## config.mk

```make
export PLATFORM = sky130hd
export DESIGN_NAME = stream_search_replace
export DESIGN_NICKNAME = d
export VERILOG_FILES = /design/src/ssr_pkg.sv /design/src/ssr_cmd_fifo.sv /design/src/ssr_front.sv /design/src/ssr_back.sv /design/src/stream_search_replace.sv
export SDC_FILE = /design/constraint.sdc
export NUM_CORES = 1
export LEC_CHECK = 0
export BUFFER_PORTS_ARGS = -buffer_cell sky130_fd_sc_hd__buf_2
export CAP_MARGIN = 5
export CORE_ASPECT_RATIO = 0.6
export CORE_MARGIN = 4
export CORE_UTILIZATION = 40
export CTS_CLUSTER_DIAMETER = 30
export DETAILED_ROUTE_END_ITERATION = 10
export PLACE_DENSITY = 0.62
export SLEW_MARGIN = 20
export SYNTH_ARGS = -nofsm -noshare
export SYNTH_HDL_FRONTEND = slang
export SYNTH_SLANG_ARGS = --single-unit
export TNS_END_PERCENT = 30
```

## constraint.sdc

```tcl
create_clock -name aclk -period 11.3 [get_ports aclk]
set_input_delay 1.13 -clock aclk [delete_from_list [all_inputs] [get_ports aclk]]
set_output_delay 1.13 -clock aclk [all_outputs]
set_load 0.03 [all_outputs]
```

## src/ssr_pkg.sv

```systemverilog
`timescale 1ns / 1ps
// ----------------------------------------------------------------------------
// ssr_pkg: shared types and constants for the stream search-and-replace block
// Beat payloads, configuration register indexes and the burst command that
// travels from the classify front end to the byte emitter.
// ----------------------------------------------------------------------------
package ssr_pkg;

    localparam int MAX_SEARCH_DEF  = 8;
    localparam int MAX_REPLACE_DEF = 8;

    // Widest burst one input beat can cause (window flush or replacement)
    localparam int BURST_MAX   = 8;
    localparam int BURST_LEN_W = $clog2(BURST_MAX + 1);
    localparam int BURST_IDX_W = $clog2(BURST_MAX);

    localparam int CFG_DATA_W = 64;
    localparam int CFG_IDX_W  = 2;
    localparam int CMD_DEPTH  = 2;

    typedef enum logic [CFG_IDX_W-1:0] {
        CFG_SEARCH_PATTERN = 2'd0,
        CFG_SEARCH_LEN     = 2'd1,
        CFG_REPLACE_BYTES  = 2'd2,
        CFG_REPLACE_LEN    = 2'd3
    } cfg_index_t;

    typedef struct packed {
        logic [7:0] text_byte;
        logic       text_end;
    } in_item_t;

    typedef struct packed {
        logic [7:0] out_byte;
        logic       out_end;
    } out_item_t;

    typedef struct packed {
        logic [BURST_MAX-1:0][7:0] bytes;
        logic [BURST_LEN_W-1:0]    len;
        logic                      last;
    } burst_t;

endpackage

```

## src/ssr_cmd_fifo.sv

```systemverilog
`timescale 1ns / 1ps
// ----------------------------------------------------------------------------
// ssr_cmd_fifo: burst command queue
// Short register queue between the classify front end and the byte emitter.
// ----------------------------------------------------------------------------
module ssr_cmd_fifo (
    input  logic            aclk,
    input  logic            aresetn,
    input  logic            wr_en,
    input  ssr_pkg::burst_t wr_data,
    output logic            full,
    input  logic            rd_en,
    output ssr_pkg::burst_t rd_data,
    output logic            empty
);
    import ssr_pkg::*;

    localparam int PTR_W = (CMD_DEPTH > 1) ? $clog2(CMD_DEPTH) : 1;
    localparam int CNT_W = $clog2(CMD_DEPTH + 1);

    burst_t             mem_reg [CMD_DEPTH];
    logic [PTR_W-1:0]   wr_ptr_reg, wr_ptr_next;
    logic [PTR_W-1:0]   rd_ptr_reg, rd_ptr_next;
    logic [CNT_W-1:0]   cnt_reg, cnt_next;
    logic               do_wr, do_rd;

    assign full    = (cnt_reg == CNT_W'(CMD_DEPTH));
    assign empty   = (cnt_reg == '0);
    assign rd_data = mem_reg[rd_ptr_reg];
    assign do_wr   = wr_en && !full;
    assign do_rd   = rd_en && !empty;

    always_comb begin
        wr_ptr_next = wr_ptr_reg;
        rd_ptr_next = rd_ptr_reg;
        cnt_next    = cnt_reg;
        if (do_wr) begin
            wr_ptr_next = (wr_ptr_reg == PTR_W'(CMD_DEPTH - 1)) ? '0 : wr_ptr_reg + 1'b1;
        end
        if (do_rd) begin
            rd_ptr_next = (rd_ptr_reg == PTR_W'(CMD_DEPTH - 1)) ? '0 : rd_ptr_reg + 1'b1;
        end
        if (do_wr && !do_rd) begin
            cnt_next = cnt_reg + 1'b1;
        end else if (do_rd && !do_wr) begin
            cnt_next = cnt_reg - 1'b1;
        end
    end

    always_ff @(posedge aclk) begin
        if (!aresetn) begin
            wr_ptr_reg <= '0;
            rd_ptr_reg <= '0;
            cnt_reg    <= '0;
        end else begin
            wr_ptr_reg <= wr_ptr_next;
            rd_ptr_reg <= rd_ptr_next;
            cnt_reg    <= cnt_next;
        end
    end

    always_ff @(posedge aclk) begin
        if (do_wr) begin
            mem_reg[wr_ptr_reg] <= wr_data;
        end
    end

endmodule

```

## src/ssr_front.sv

```systemverilog
`timescale 1ns / 1ps
// ----------------------------------------------------------------------------
// ssr_front: lookahead window and match classification
// Holds the configuration and the pending-byte window, and turns each input
// beat into at most one burst command: a replacement, the oldest byte, or a
// flush of the whole window.
// ----------------------------------------------------------------------------
module ssr_front #(
    parameter int MAX_SEARCH  = ssr_pkg::MAX_SEARCH_DEF,
    parameter int MAX_REPLACE = ssr_pkg::MAX_REPLACE_DEF
) (
    input  logic                          aclk,
    input  logic                          aresetn,
    input  logic                          cfg_wr_en,
    input  ssr_pkg::cfg_index_t           cfg_index,
    input  logic [ssr_pkg::CFG_DATA_W-1:0] cfg_wdata,
    input  logic                          s_valid,
    output logic                          s_ready,
    input  ssr_pkg::in_item_t             s_data,
    input  logic                          cmd_full,
    output logic                          cmd_push,
    output ssr_pkg::burst_t               cmd_data
);
    import ssr_pkg::*;

    localparam int SLEN_W = $clog2(MAX_SEARCH + 1);
    localparam int RLEN_W = $clog2(MAX_REPLACE + 1);

    logic [MAX_SEARCH*8-1:0]       pattern_reg, pattern_next;
    logic [SLEN_W-1:0]             slen_reg, slen_next;
    logic [MAX_REPLACE*8-1:0]      repl_reg, repl_next;
    logic [RLEN_W-1:0]             rlen_reg, rlen_next;
    logic [MAX_SEARCH-1:0][7:0]    win_reg, win_next;
    logic [SLEN_W-1:0]             cnt_reg, cnt_next;

    logic [MAX_SEARCH-1:0][7:0]    win_push;
    logic [MAX_SEARCH-1:0][7:0]    win_shift;
    logic [BURST_MAX-1:0][7:0]     win_burst;
    logic [BURST_MAX-1:0][7:0]     repl_burst;
    logic [SLEN_W-1:0]             new_cnt;
    logic [3:0]                    cfg_len;
    logic                          pass, full, hit, accept, emit;

    assign s_ready  = !cmd_full;
    assign accept   = s_valid && s_ready;
    assign cmd_push = accept && emit;
    assign cfg_len  = cfg_wdata[3:0];

    // Window with the new byte appended at the fill position
    always_comb begin
        for (int i = 0; i < MAX_SEARCH; i++) begin
            win_push[i] = (SLEN_W'(i) == cnt_reg) ? s_data.text_byte : win_reg[i];
        end
        for (int i = 0; i < MAX_SEARCH - 1; i++) begin
            win_shift[i] = win_push[i + 1];
        end
        win_shift[MAX_SEARCH-1] = 8'h00;
    end

    for (genvar g = 0; g < BURST_MAX; g++) begin : g_burst
        if (g < MAX_SEARCH) begin : g_win
            assign win_burst[g] = win_push[g];
        end else begin : g_win_pad
            assign win_burst[g] = 8'h00;
        end
        if (g < MAX_REPLACE) begin : g_repl
            assign repl_burst[g] = repl_reg[8*g +: 8];
        end else begin : g_repl_pad
            assign repl_burst[g] = 8'h00;
        end
    end

    assign new_cnt = cnt_reg + 1'b1;
    assign pass    = (slen_reg == '0) || (rlen_reg == '0);
    assign full    = (new_cnt >= slen_reg);

    always_comb begin
        hit = 1'b1;
        for (int i = 0; i < MAX_SEARCH; i++) begin
            if ((SLEN_W'(i) < slen_reg) && (win_push[i] != pattern_reg[8*i +: 8])) begin
                hit = 1'b0;
            end
        end
    end

    // Classify the beat
    always_comb begin
        emit          = 1'b0;
        cmd_data      = '0;
        cmd_data.last = s_data.text_end;
        win_next      = win_reg;
        cnt_next      = cnt_reg;
        priority if (pass) begin
            emit           = 1'b1;
            cmd_data.bytes = win_burst;
            cmd_data.len   = BURST_LEN_W'(new_cnt);
            cnt_next       = '0;
        end else if (full && hit) begin
            emit           = 1'b1;
            cmd_data.bytes = repl_burst;
            cmd_data.len   = BURST_LEN_W'(rlen_reg);
            cnt_next       = '0;
        end else if (s_data.text_end) begin
            emit           = 1'b1;
            cmd_data.bytes = win_burst;
            cmd_data.len   = BURST_LEN_W'(new_cnt);
            cnt_next       = '0;
        end else if (full) begin
            // Miss: release the oldest byte, slide the window
            emit           = 1'b1;
            cmd_data.bytes = win_burst;
            cmd_data.len   = BURST_LEN_W'(1);
            win_next       = win_shift;
            cnt_next       = new_cnt - 1'b1;
        end else begin
            win_next = win_push;
            cnt_next = new_cnt;
        end
    end

    // Configuration writes, lengths clamped to the window sizes
    always_comb begin
        pattern_next = pattern_reg;
        slen_next    = slen_reg;
        repl_next    = repl_reg;
        rlen_next    = rlen_reg;
        if (cfg_wr_en) begin
            unique case (cfg_index)
                CFG_SEARCH_PATTERN: pattern_next = cfg_wdata[MAX_SEARCH*8-1:0];
                CFG_SEARCH_LEN:
                    slen_next = (int'(cfg_len) > MAX_SEARCH) ? SLEN_W'(MAX_SEARCH)
                                                             : SLEN_W'(cfg_len);
                CFG_REPLACE_BYTES:  repl_next = cfg_wdata[MAX_REPLACE*8-1:0];
                CFG_REPLACE_LEN:
                    rlen_next = (int'(cfg_len) > MAX_REPLACE) ? RLEN_W'(MAX_REPLACE)
                                                              : RLEN_W'(cfg_len);
            endcase
        end
    end

    always_ff @(posedge aclk) begin
        if (!aresetn) begin
            pattern_reg <= '0;
            slen_reg    <= '0;
            repl_reg    <= '0;
            rlen_reg    <= '0;
            cnt_reg     <= '0;
        end else begin
            pattern_reg <= pattern_next;
            slen_reg    <= slen_next;
            repl_reg    <= repl_next;
            rlen_reg    <= rlen_next;
            // Drop pending bytes on a new search length
            if (cfg_wr_en && cfg_index == CFG_SEARCH_LEN) begin
                cnt_reg <= '0;
            end else if (accept) begin
                cnt_reg <= cnt_next;
            end
        end
    end

    always_ff @(posedge aclk) begin
        if (accept) begin
            win_reg <= win_next;
        end
    end

endmodule

```

## src/ssr_back.sv

```systemverilog
`timescale 1ns / 1ps
// ----------------------------------------------------------------------------
// ssr_back: burst serializer
// Walks the burst at the head of the command queue one byte per beat into the
// output register and pops the command as it loads its final byte.
// ----------------------------------------------------------------------------
module ssr_back (
    input  logic               aclk,
    input  logic               aresetn,
    input  ssr_pkg::burst_t    cmd_data,
    input  logic               cmd_empty,
    output logic               cmd_pop,
    output logic               m_valid,
    input  logic               m_ready,
    output ssr_pkg::out_item_t m_data
);
    import ssr_pkg::*;

    logic [BURST_IDX_W-1:0] idx_reg, idx_next;
    logic                   valid_reg, valid_next;
    out_item_t              data_reg, data_next;
    logic                   load, last_byte;

    assign load      = !cmd_empty && (!valid_reg || m_ready);
    assign last_byte = ({1'b0, idx_reg} == (cmd_data.len - 1'b1));
    assign cmd_pop   = load && last_byte;
    assign m_valid   = valid_reg;
    assign m_data    = data_reg;

    always_comb begin
        idx_next   = idx_reg;
        valid_next = valid_reg;
        data_next  = data_reg;
        if (load) begin
            valid_next         = 1'b1;
            data_next.out_byte = cmd_data.bytes[idx_reg];
            data_next.out_end  = cmd_data.last && last_byte;
            idx_next           = last_byte ? '0 : idx_reg + 1'b1;
        end else if (m_ready) begin
            valid_next = 1'b0;
        end
    end

    always_ff @(posedge aclk) begin
        if (!aresetn) begin
            idx_reg   <= '0;
            valid_reg <= 1'b0;
        end else begin
            idx_reg   <= idx_next;
            valid_reg <= valid_next;
        end
    end

    always_ff @(posedge aclk) begin
        data_reg <= data_next;
    end

endmodule

```

## src/stream_search_replace.sv

```systemverilog
`timescale 1ns / 1ps
// ----------------------------------------------------------------------------
// stream_search_replace: byte stream search and replace
// Replaces each leftmost, non-overlapping occurrence of a search pattern in a
// byte stream with a replacement string.
// ----------------------------------------------------------------------------
// Takes one text byte per beat and delivers one output byte per cycle while
// m_ready holds. The front end classifies each byte against a lookahead
// window in the cycle it is accepted and queues one burst command (two
// entries deep); the back end emits that burst one byte per cycle while
// m_ready holds. Plain bytes therefore stream at one per cycle, while a
// match (replace_len bytes) or an end-of-text flush (up to MAX_SEARCH bytes)
// holds off input once the command queue is full. Each burst is registered in
// the queue before the back end loads its first byte into the output register.
// Lengths above MAX_SEARCH / MAX_REPLACE are clamped; writing search_len drops
// any pending window bytes. Configure only while the block is idle.
module stream_search_replace #(
    parameter int MAX_SEARCH  = ssr_pkg::MAX_SEARCH_DEF,
    parameter int MAX_REPLACE = ssr_pkg::MAX_REPLACE_DEF
) (
    input  logic                           aclk,
    input  logic                           aresetn,
    input  logic                           cfg_wr_en,
    input  ssr_pkg::cfg_index_t            cfg_index,
    input  logic [ssr_pkg::CFG_DATA_W-1:0] cfg_wdata,
    input  logic                           s_valid,
    output logic                           s_ready,
    input  ssr_pkg::in_item_t              s_data,
    output logic                           m_valid,
    input  logic                           m_ready,
    output ssr_pkg::out_item_t             m_data
);
    import ssr_pkg::*;

    burst_t push_data, head_data;
    logic   push, q_full, q_empty, pop;

    ssr_front #(
        .MAX_SEARCH (MAX_SEARCH),
        .MAX_REPLACE(MAX_REPLACE)
    ) u_front (
        .aclk     (aclk),
        .aresetn  (aresetn),
        .cfg_wr_en(cfg_wr_en),
        .cfg_index(cfg_index),
        .cfg_wdata(cfg_wdata),
        .s_valid  (s_valid),
        .s_ready  (s_ready),
        .s_data   (s_data),
        .cmd_full (q_full),
        .cmd_push (push),
        .cmd_data (push_data)
    );

    ssr_cmd_fifo u_queue (
        .aclk   (aclk),
        .aresetn(aresetn),
        .wr_en  (push),
        .wr_data(push_data),
        .full   (q_full),
        .rd_en  (pop),
        .rd_data(head_data),
        .empty  (q_empty)
    );

    ssr_back u_back (
        .aclk     (aclk),
        .aresetn  (aresetn),
        .cmd_data (head_data),
        .cmd_empty(q_empty),
        .cmd_pop  (pop),
        .m_valid  (m_valid),
        .m_ready  (m_ready),
        .m_data   (m_data)
    );

endmodule

```

Word-level counts from Yosys, hierarchy flattened
Memory sizes are Yosys's and may differ from the RTL's. A register that Yosys moved wholly into a read port is not among the register bits.
Index checks and enable logic that the tools add are counted.
{"block": "classes", "order_cmp": 11, "bitwise_logic": 4, "n_reduce_logical": 39, "mux": 43, "addsub": 8, "n_eq_ne": 20}
{"cell": "68-bit two-way mux", "count": 4}
{"cell": "8-bit two-way mux", "count": 9}
{"cell": "8-bit != test", "count": 8}
{"cell": "56-bit two-way mux", "count": 1}
{"cell": "8-bit binary-select mux with 3-bit select", "count": 1}
{"cell": "1-bit two-way mux", "count": 20}
{"cell": "4-bit two-way mux", "count": 5}
{"cell": "1-bit logical AND", "count": 19}
{"cell": "3-bit by 4-bit == test with 1-bit output (first input constant)", "count": 4}
{"cell": "3-bit by 4-bit less-than comparator with 1-bit output (first input constant)", "count": 4}
{"cell": "4-bit zero test", "count": 3}
{"cell": "2-bit by 4-bit == test with 1-bit output (first input constant)", "count": 2}
{"cell": "1-bit by 4-bit less-than comparator with 1-bit output (first input constant)", "count": 2}
{"cell": "2-bit by 4-bit less-than comparator with 1-bit output (first input constant)", "count": 2}
{"cell": "2-bit AND reduction", "count": 4}
{"cell": "4-bit by 1-bit subtractor with 4-bit output (second input constant)", "count": 2}
{"cell": "2-bit == test (second input constant)", "count": 3}
{"cell": "1-bit zero test", "count": 5}
{"cell": "4-bit by 1-bit adder with 4-bit output (second input constant)", "count": 1}
{"cell": "1-bit by 4-bit == test with 1-bit output (first input constant)", "count": 1}
{"cell": "3-bit by 4-bit == test with 1-bit output", "count": 1}
{"cell": "4-bit >= comparator", "count": 1}
{"cell": "4-bit greater-than comparator (second input constant)", "count": 1}
{"cell": "2-bit zero test", "count": 2}
{"cell": "13 further kinds", "count": 20}
{"block": "word_totals", "ramBits": 138, "ff_bits": 221, "inputBits": 80, "wordCells": 146, "mem_count": 1}
{"memory": "u_queue.mem_reg", "depth": 2, "word_bits": 69, "read_ports": 1, "rd_ports_with_merged_regs": 1, "wr": 1, "line_no": "ssr_cmd_fifo.sv:21", "source": "burst_t mem_reg [CMD_DEPTH];"}

Depth between registers and ports, before layout
Gate-level depths: netlist of the first run.
{"block": "depth", "word_depth": 21, "mapped_depth": 15, "mapped_depth_nobuf": 12}

Cells and area by module
Synthesis of the first run repeated with hierarchy kept, for this count alone.
{"block": "unflattened", "hier_cells": 1741, "area_unflattened_um2": 18206.2}
{"module": "ssr_front", "cells_each": 1428, "n_inst": 1, "area_each_um2": 11842.6}
{"module": "ssr_cmd_fifo", "cells_each": 240, "n_inst": 1, "area_each_um2": 5251.3}
{"module": "ssr_back", "cells_each": 73, "n_inst": 1, "area_each_um2": 1112.3}

Worst setup path before layout of the first run
No wires, ideal clock.
{"block": "synth_timing", "kind": "reg-to-reg", "start": "register u_front.cnt_reg[0]", "end": "memory u_queue.mem_reg[0][0] (netlist name) (enable)", "setup_ns": 0.583, "arrival_ns": 6.544, "stages_incl_launch_ff": 10, "setup_slack_ns": 4.173, "path_cell_list": "dfxtp_1 > inv_1 > ha_1 > ha_1 > a21o_1 > a21o_1 > a21o_1 > nor3_1 > clkbuf_1 > nor3_1"}
{"block": "synth_via", "elab_chain_cells": 19, "elab_cells_between_ends": 51, "cone_classes": "1 x add/sub; 1 x order compare; 15 x eq/ne; 22 x mux; 12 x reduce/logical"}
{"item": "from (decl)", "line_no": "ssr_front.sv:34", "source": "logic [SLEN_W-1:0] cnt_reg, cnt_next;"}
{"item": "from (signal assigned)", "line_no": "ssr_front.sv:157", "source": "cnt_reg <= cnt_next;"}
{"item": "4-bit zero test", "line_no": "ssr_front.sv:52", "source": "win_push[i] = (SLEN_W'(i) == cnt_reg) ? s_data.text_byte : win_reg[i];"}
{"item": "8-bit two-way mux", "line_no": "ssr_front.sv:52"}
{"item": "8-bit != test", "line_no": "ssr_front.sv:80", "source": "if ((SLEN_W'(i) < slen_reg) && (win_push[i] != pattern_reg[8*i +: 8])) begin"}
{"item": "1-bit logical AND", "line_no": "ssr_front.sv:80"}
{"item": "1-bit two-way mux (8 in series)", "line_no": "ssr_front.sv:80"}
{"item": "1-bit logical AND", "line_no": "ssr_front.sv:98", "source": "end else if (full && hit) begin"}
{"item": "1-bit two-way mux (*)", "line_no": "ssr_front.sv:98"}
{"item": "1-bit two-way mux (*)", "line_no": "ssr_front.sv:93", "source": "priority if (pass) begin"}
{"item": "1-bit logical AND (*)", "line_no": "ssr_front.sv:46", "source": "assign cmd_push = accept && emit;"}
{"item": "1-bit logical AND (*)", "line_no": "ssr_cmd_fifo.sv:30", "source": "assign do_wr = wr_en && !full;"}
{"item": "1-bit two-way mux (*)", "line_no": "ssr_cmd_fifo.sv:63", "source": "if (do_wr) begin"}
{"item": "1-bit two-way mux (implied by the code) (*)", "line_no": "ssr_cmd_fifo.sv:64", "source": "mem_reg[wr_ptr_reg] <= wr_data;"}
{"item": "to (decl)", "line_no": "ssr_cmd_fifo.sv:21"}
Every way passes the cells marked *; elsewhere a longest branch is shown, timed or not.

==> impl_metrics.tcl, run 1 <==
set metrics [dict create \
    cp_max_fo 40 \
    drive_gt1_share_pct 17.3 \
    start_kind "flop" \
    slew_violations 0 \
    insertion_delay_ns 0.58 \
    nNetsFinal 1801 \
    grt_max_degree 88 \
    portBuffers 90 \
    gr-usage-all-layers_pct 23.2 \
    setup_tns_ns 0 \
    max_clock_freq_mhz 194 \
    clockRootBuffer "clkbuf_16" \
    synth_flop_cell "edfxtp_1" \
    cts_max_path_buffers 3 \
    outcome "finished, final reports clean" \
    die_w_um 277 \
    die_area_um2 47000 \
    skew_ns 0.0217 \
    setup_viol 0 \
    power.density_nw_per_um2 191 \
    end_kind "flop" \
    cts_tree "built" \
    antenna_left 0 \
    gp_routability_congestion 0.932 \
    swShare_pct 28.4 \
    grt_setup_unrepaired "false" \
    diodes 0 \
    drt_pass1_iterations 7 \
    grt_first_pass_wirelength_mm 83.0 \
    start_util_pct 41.0 \
    pin_count 91 \
    drt_iter0_drc 1462 \
    via_per_inst 5.74 \
    post-route-period-util_pct 45.6 \
    wl_per_cell_um 23.9 \
    clkTransAtPathRegs_ns 0.06 \
    grt_pass1_vias 12673 \
    post_cts_resize_count 0 \
    r2r_slack_ns 6.15 \
    areaGrowthSynthToFinish_pct 15.8 \
    async_flop_share_pct 0 \
    core-area_um2 42500 \
    combPwrFrac_pct 15.1 \
    ys_seq_elements 360 \
    clock_power_share_pct 43.9 \
    syn_nets 1742 \
    seq_area_um2 9320 \
    synth_seq_area_share_pct 53.6 \
    path_class "flop to flop" \
    synth_area_per_cell_um2 10.5 \
    drc 0 \
    seqPwrFrac_pct 41.0 \
    postCtsSetupBuffers 0 \
    reg2reg_depth 12 \
    r2r-end "u_queue.mem_reg[1][5]$_DFFE_PP_" \
    finalWirelength_mm 55.7 \
    dpl.cell_count 2224 \
    setup_ws_ns 6.15 \
    hold_viol 0 \
    stdcell_count 2326 \
    syn_inst 1651 \
    rr_startpoint "u_front.cnt_reg[0]$_SDFFE_PP0P_" \
    cp-endpoint "u_queue.mem_reg[1][5]$_DFFE_PP_" \
    worst_slew_pin_slew_ns 1.07 \
    synth_edf_count 211 \
    holdPathStages 2 \
    leakage_uw 0.00720 \
    cp-startpoint "u_front.cnt_reg[0]$_SDFFE_PP0P_" \
    die_y_um 170 \
    crit_required_ns 11.61 \
    antenna_found_initial 5 \
    cts.sinks 360 \
    dp_hpwl_mm 38.3 \
    ys_types 62 \
    p_int_uw 2760 \
    numCtsBuffers 54 \
    fin_crit_ns 5.15 \
    largest_reg_flops 138 \
    switching_power_uw 1090 \
    hp-class "flop to flop" \
    rows 58 \
    ir_drop_v 0.000120 \
    fillers 3871 \
    dp_slack_ns 6.29 \
    gr-total-overflow 0 \
    cap_violations 0 \
    vias 13352 \
    cts_max_level 2 \
    syn_area_um2 17400 \
    cts_hold_buf 0 \
    max-slew-margin-rel_pct 28.2 \
    yosys_warnings 0 \
    multi_input_area_um2 7530 \
    critPathArrivalTime_ns 5.46 \
]
[synth_stat cells (all sizes together) (6+ instances only)]
cell,count,share of area (%)
xor2,21,1.1
nor3,13,0.47
nor4,9,0.36
o21ai,8,0.23
edfxtp,211,36
a21boi,129,5.6
xnor2,31,1.6
clkbuf,79,1.7
mux4,40,5.2
buf,24,0.81
nand4,8,0.29
a21oi,34,0.98
nor2b,24,0.86
nand2b,6,0.22
mux2,67,4.3
inv,43,0.93
dfxtp,149,17
nand2,309,6.7
nand3b,6,0.26
mux2i,58,3.3
nand3,9,0.26
ha,11,0.79
o22ai,88,3.2
nor3b,6,0.26
nor2,214,4.6
[through the flow]
step	hold slack, ns	area, um2	total power, uW	utilization, %
2_1_floorplan	0.440	17400	1950	-
3_3_place_gp	0.452	18300	2170	43.1
3_5_place_dp	0.456	18300	2180	43.1
4_1_cts	0.464	20100	3870	47.4
5_1_grt	0.489	20100	3990	47.5
6_report	0.462	20100	3850	47.5
[layout by cell type, fill, tap and decap left out, types with 6 or more instances in the layout]
| cell | n |
|---|---|
| a21boi_0 | 129 |
| a21oi_1 | 34 |
| buf_2 | 89 |
| buf_4 | 17 |
| clkbuf_1 | 8 |
| clkbuf_16 | 59 |
| dfxtp_1 | 148 |
| edfxtp_1 | 211 |
| ha_1 | 11 |
| inv_1 | 43 |
| inv_6 | 11 |
| mux2_1 | 19 |
| mux2_2 | 48 |
| mux2i_1 | 58 |
| mux4_2 | 40 |
| nand2_1 | 309 |
| nand2b_1 | 6 |
| nand3_1 | 9 |
| nand3b_1 | 6 |
| nand4_1 | 8 |
| nor2_1 | 211 |
| nor2b_1 | 24 |
| nor3_1 | 9 |
| nor4_1 | 8 |
| o21ai_0 | 8 |
| o22ai_1 | 88 |
| xnor2_1 | 31 |
| xor2_1 | 21 |
[cell families (layout without fill, tap and decap cells)]
kind of cell	after synthesis	count (layout)	share of synthesized area [%]
simple gates	621	621	15.0
flops	360	360	53.6
compound gates	296	296	11.8
mux	165	165	12.9
buf+inv	146	251	3.44
xor+xnor	52	52	2.62
fa+ha+maj	11	11	0.791
[layer usage]
layer | global-route usage [%] | routed length, um | up-vias
li1 | - | - | 6016
met3 | 7.63 | 6390 | 77
met5 | 0 | 26 | -
met2 | 32.6 | 22700 | 660
met1 | 35.0 | 25600 | 6595
met4 | 4.87 | 975 | 4
[worst min-delay path by stage]
stage                                                    from                                   to  slack [ns]
after CTS                  u_front.repl_burst[1]$_SDFFE_PN0P_   u_front.repl_burst[1]$_SDFFE_PN0P_        0.46
after floorplan            u_front.repl_burst[0]$_SDFFE_PN0P_   u_front.repl_burst[0]$_SDFFE_PN0P_        0.44
after detailed placement   u_front.repl_burst[1]$_SDFFE_PN0P_   u_front.repl_burst[1]$_SDFFE_PN0P_        0.46
final                     u_front.repl_burst[23]$_SDFFE_PN0P_  u_front.repl_burst[23]$_SDFFE_PN0P_        0.46
after global placement     u_front.repl_burst[1]$_SDFFE_PN0P_   u_front.repl_burst[1]$_SDFFE_PN0P_        0.45
after global routing      u_front.repl_burst[42]$_SDFFE_PN0P_  u_front.repl_burst[42]$_SDFFE_PN0P_        0.49
[power groups by stage]
| stage | clock [uW] | combinational [uW] | sequential [uW] |
|---|---|---|---|
| 2_1_floorplan | 0 | 325 | 1630 |
| 3_3_place_gp | 0 | 570 | 1600 |
| 3_5_place_dp | 0 | 577 | 1610 |
| 4_1_cts | 1710 | 579 | 1580 |
| 5_1_grt | 1780 | 621 | 1590 |
| 6_report | 1690 | 582 | 1580 |
[layout make-up]
class	instances	area share (%)
clock buffer	72	7.82
timing repair buffer	106	2.84
sequential	360	46.3
inverter	43	0.801
clock inverter	30	1.35
multi-input combinational	1145	37.4
tap	570	3.54
[worst max-delay path, cell delays in order, from the launching register on]
cell	delay, ns
dfxtp_1	0.40
inv_1	0.14
ha_1	0.25
nor3b_2	0.89
mux2i_1	0.56
xnor2_1	0.12
nor3_1	0.39
nand4_1	0.34
a2111oi_2	0.36
a22oi_1	0.20
nor3_4	0.20
buf_4	0.54
mux2_2	0.43
(Power assumes the default switching activity.)
==> run 2, diff against run 1 <==
--- a/config.mk
+++ b/config.mk
@@ -12,7 +12,7 @@
 export CORE_UTILIZATION = 40
 export CTS_CLUSTER_DIAMETER = 30
 export DETAILED_ROUTE_END_ITERATION = 10
-export PLACE_DENSITY = 0.62
+export PLACE_DENSITY = 0.64
 export SLEW_MARGIN = 20
 export SYNTH_ARGS = -nofsm -noshare
 export SYNTH_HDL_FRONTEND = slang
==> constraint.sdc (replaced) <==
create_clock -name aclk -period 4.2 [get_ports aclk]
set_input_delay 0.42 -clock aclk [delete_from_list [all_inputs] [get_ports aclk]]
set_output_delay 0.42 -clock aclk [all_outputs]
set_load 0.03 [all_outputs]
==> impl_metrics.tcl, run 2 (synthesis results as in run 1) <==
set metrics [dict create \
    gr-total-overflow 0 \
    max_clock_freq_mhz 249 \
    grt_first_pass_wirelength_mm 83.6 \
    final_common_cell "nand2_1" \
    grt_setup_unrepaired "false" \
    cts_max_level 2 \
    worst_slew_pin_slew_ns 1.06 \
    die_area_um2 47000 \
    drive_gt1_share_pct 20.2 \
    setup_viol 0 \
    core-area_um2 42500 \
    setup_tns_ns 0 \
    nNetsFinal 1849 \
    post-route-util_pct 48.6 \
    cap_violations 0 \
    diodes 0 \
    ir_drop_v 0.000348 \
    largest_reg_flops 138 \
    grt_pass1_vias 12850 \
    vias 13612 \
    rows 58 \
    areaGrowthSynthToFinish_pct 18.7 \
    finalPower_uw 10400 \
    skew_ns 0.0145 \
    crit_required_ns 4.51 \
    cts_hold_buf 0 \
    path_common_cell "buf_4" \
    path_class "flop to flop" \
    pin_count 91 \
    insertion_delay_ns 0.58 \
    cts_tree "built" \
    hp-class "input port to flop" \
    die_w_um 277 \
    hold_viol 0 \
    numCtsBuffers 53 \
    portBuffers 90 \
    cts.sinks 360 \
    crit_path_top_delay_cell "mux2_2" \
    timing.hold.ws_ns 0.101 \
    final_cell_mix "nand2_1, nor2_1, edfxtp_1" \
    dp_hpwl_mm 39.9 \
    drt_iter0_drc 1673 \
    clockRootBuffer "clkbuf_16" \
    grt_max_degree 65 \
    die_y_um 170 \
    fin_crit_ns 4.01 \
    use_met2_pct 33.0 \
    met3_usage_pct 7.59 \
    reg2reg_depth 14 \
    clkTransAtPathRegs_ns 0.06 \
    via_per_inst 5.74 \
    r2r_slack_ns 0.19 \
    start_kind "flop" \
    wl_per_cell_um 23.8 \
    holdPathStages 3 \
    critPathArrivalTime_ns 4.32 \
    rr_startpoint "u_front.cnt_reg[0]$_SDFFE_PP0P_" \
    dpl.cell_count 2269 \
    r2r-end "u_queue.mem_reg[1][14]$_DFFE_PP_" \
    slew_violations 0 \
    cts_max_path_buffers 3 \
    drc 0 \
    drt_pass1_iterations 6 \
    leakage_uw 0.00747 \
    cp_num_buf_inv 4 \
    gr-usage-met1_pct 35.3 \
    gp_routability_congestion 0.932 \
    end_kind "flop" \
    hold_start "cfg_wdata[21]" \
    power.density_nw_per_um2 502 \
    crit_family "compound AO/OA/AOI/OAI gates" \
    outcome "finished, final reports clean" \
    holdPathEnd "u_front.pattern_reg[21]$_SDFFE_PN0P_" \
    post-route-period-util_pct 95.5 \
    grt.busiest_layer "met1" \
    stdcell_count 2372 \
    crit_chain "inv_1 -> ha_1 -> nor3b_2 -> buf_4 -> mux2i_2 -> xnor2_1 -> nor3_2 -> a41oi_1 -> o21ai_0 -> o2111ai_1 -> nor3_4 -> buf_4 -> clkbuf_16 -> mux2_2" \
    antenna_left 0 \
    antenna_found_initial 3 \
    start_util_pct 41.0 \
    finalWirelength_mm 56.5 \
    gr-usage-all-layers_pct 23.4 \
    critPathMaxStageDelay_ns 0.38 \
    max-slew-margin-rel_pct 29.3 \
    cp_max_fo 22 \
]
run 2: power by group:
group	switching (uW)	internal, uW
combinational	1030	579
sequential	146	4110
clock	1810	2710
run 2: layout make-up:
| type | instances | area [um2] |
|---|---|---|
| Fill cell | 3879 | 21800 |
| Inverter | 43 | 161 |
| Tap cell | 570 | 713 |
| Sequential cell | 360 | 9320 |
| Timing Repair Buffer | 155 | 1060 |
| Clock buffer | 61 | 1440 |
| Multi-Input combinational cell | 1145 | 7560 |
| Clock inverter | 38 | 394 |
run 2: tightest hold or removal path: stages:
cell and delay, ns:
buf_2 0.10, nand2_1 0.04, a21boi_0 0.06
run 2: metal layers:
metal  vias up  routed length, um  part of all wire [%]
met1      6709              25900                    46
li1       6120                  -                     -
met5         -                 97                  0.17
met3        67               6680                    12
met2       714              23000                    41
met4         2                872                   1.5
run 2: timing repair:
item                       4_1_cts  5_1_grt
gates resized for setup          0       10
setup endpoints to repair        0      156
setup buffers                    0        3
run 2: worst max path at each step:
stage                                            end  slack, ns                            start  cells past startpoint
floorplan               u_front.win_reg[0]$_DFFE_PP_      -0.40  u_front.cnt_reg[0]$_SDFFE_PP0P_                     12
global placement    u_queue.mem_reg[0][39]$_DFFE_PP_       0.16  u_front.cnt_reg[0]$_SDFFE_PP0P_                     13
detailed placement  u_queue.mem_reg[0][32]$_DFFE_PP_       0.03  u_front.cnt_reg[0]$_SDFFE_PP0P_                     13
CTS                  u_queue.mem_reg[1][8]$_DFFE_PP_       0.02  u_front.cnt_reg[0]$_SDFFE_PP0P_                     13
global route        u_queue.mem_reg[0][37]$_DFFE_PP_      0.006  u_front.cnt_reg[1]$_SDFFE_PP0P_                     14
finish              u_queue.mem_reg[1][14]$_DFFE_PP_       0.19  u_front.cnt_reg[0]$_SDFFE_PP0P_                     14
run 2: stage by stage:
step / setup slack [ns] / cell area, um2
floorplan: -0.402 / 17400
global placement: 0.161 / 18700
detailed placement: 0.0274 / 18700
CTS: 0.0161 / 20600
global route: 0.00567 / 20600
finish: 0.188 / 20600
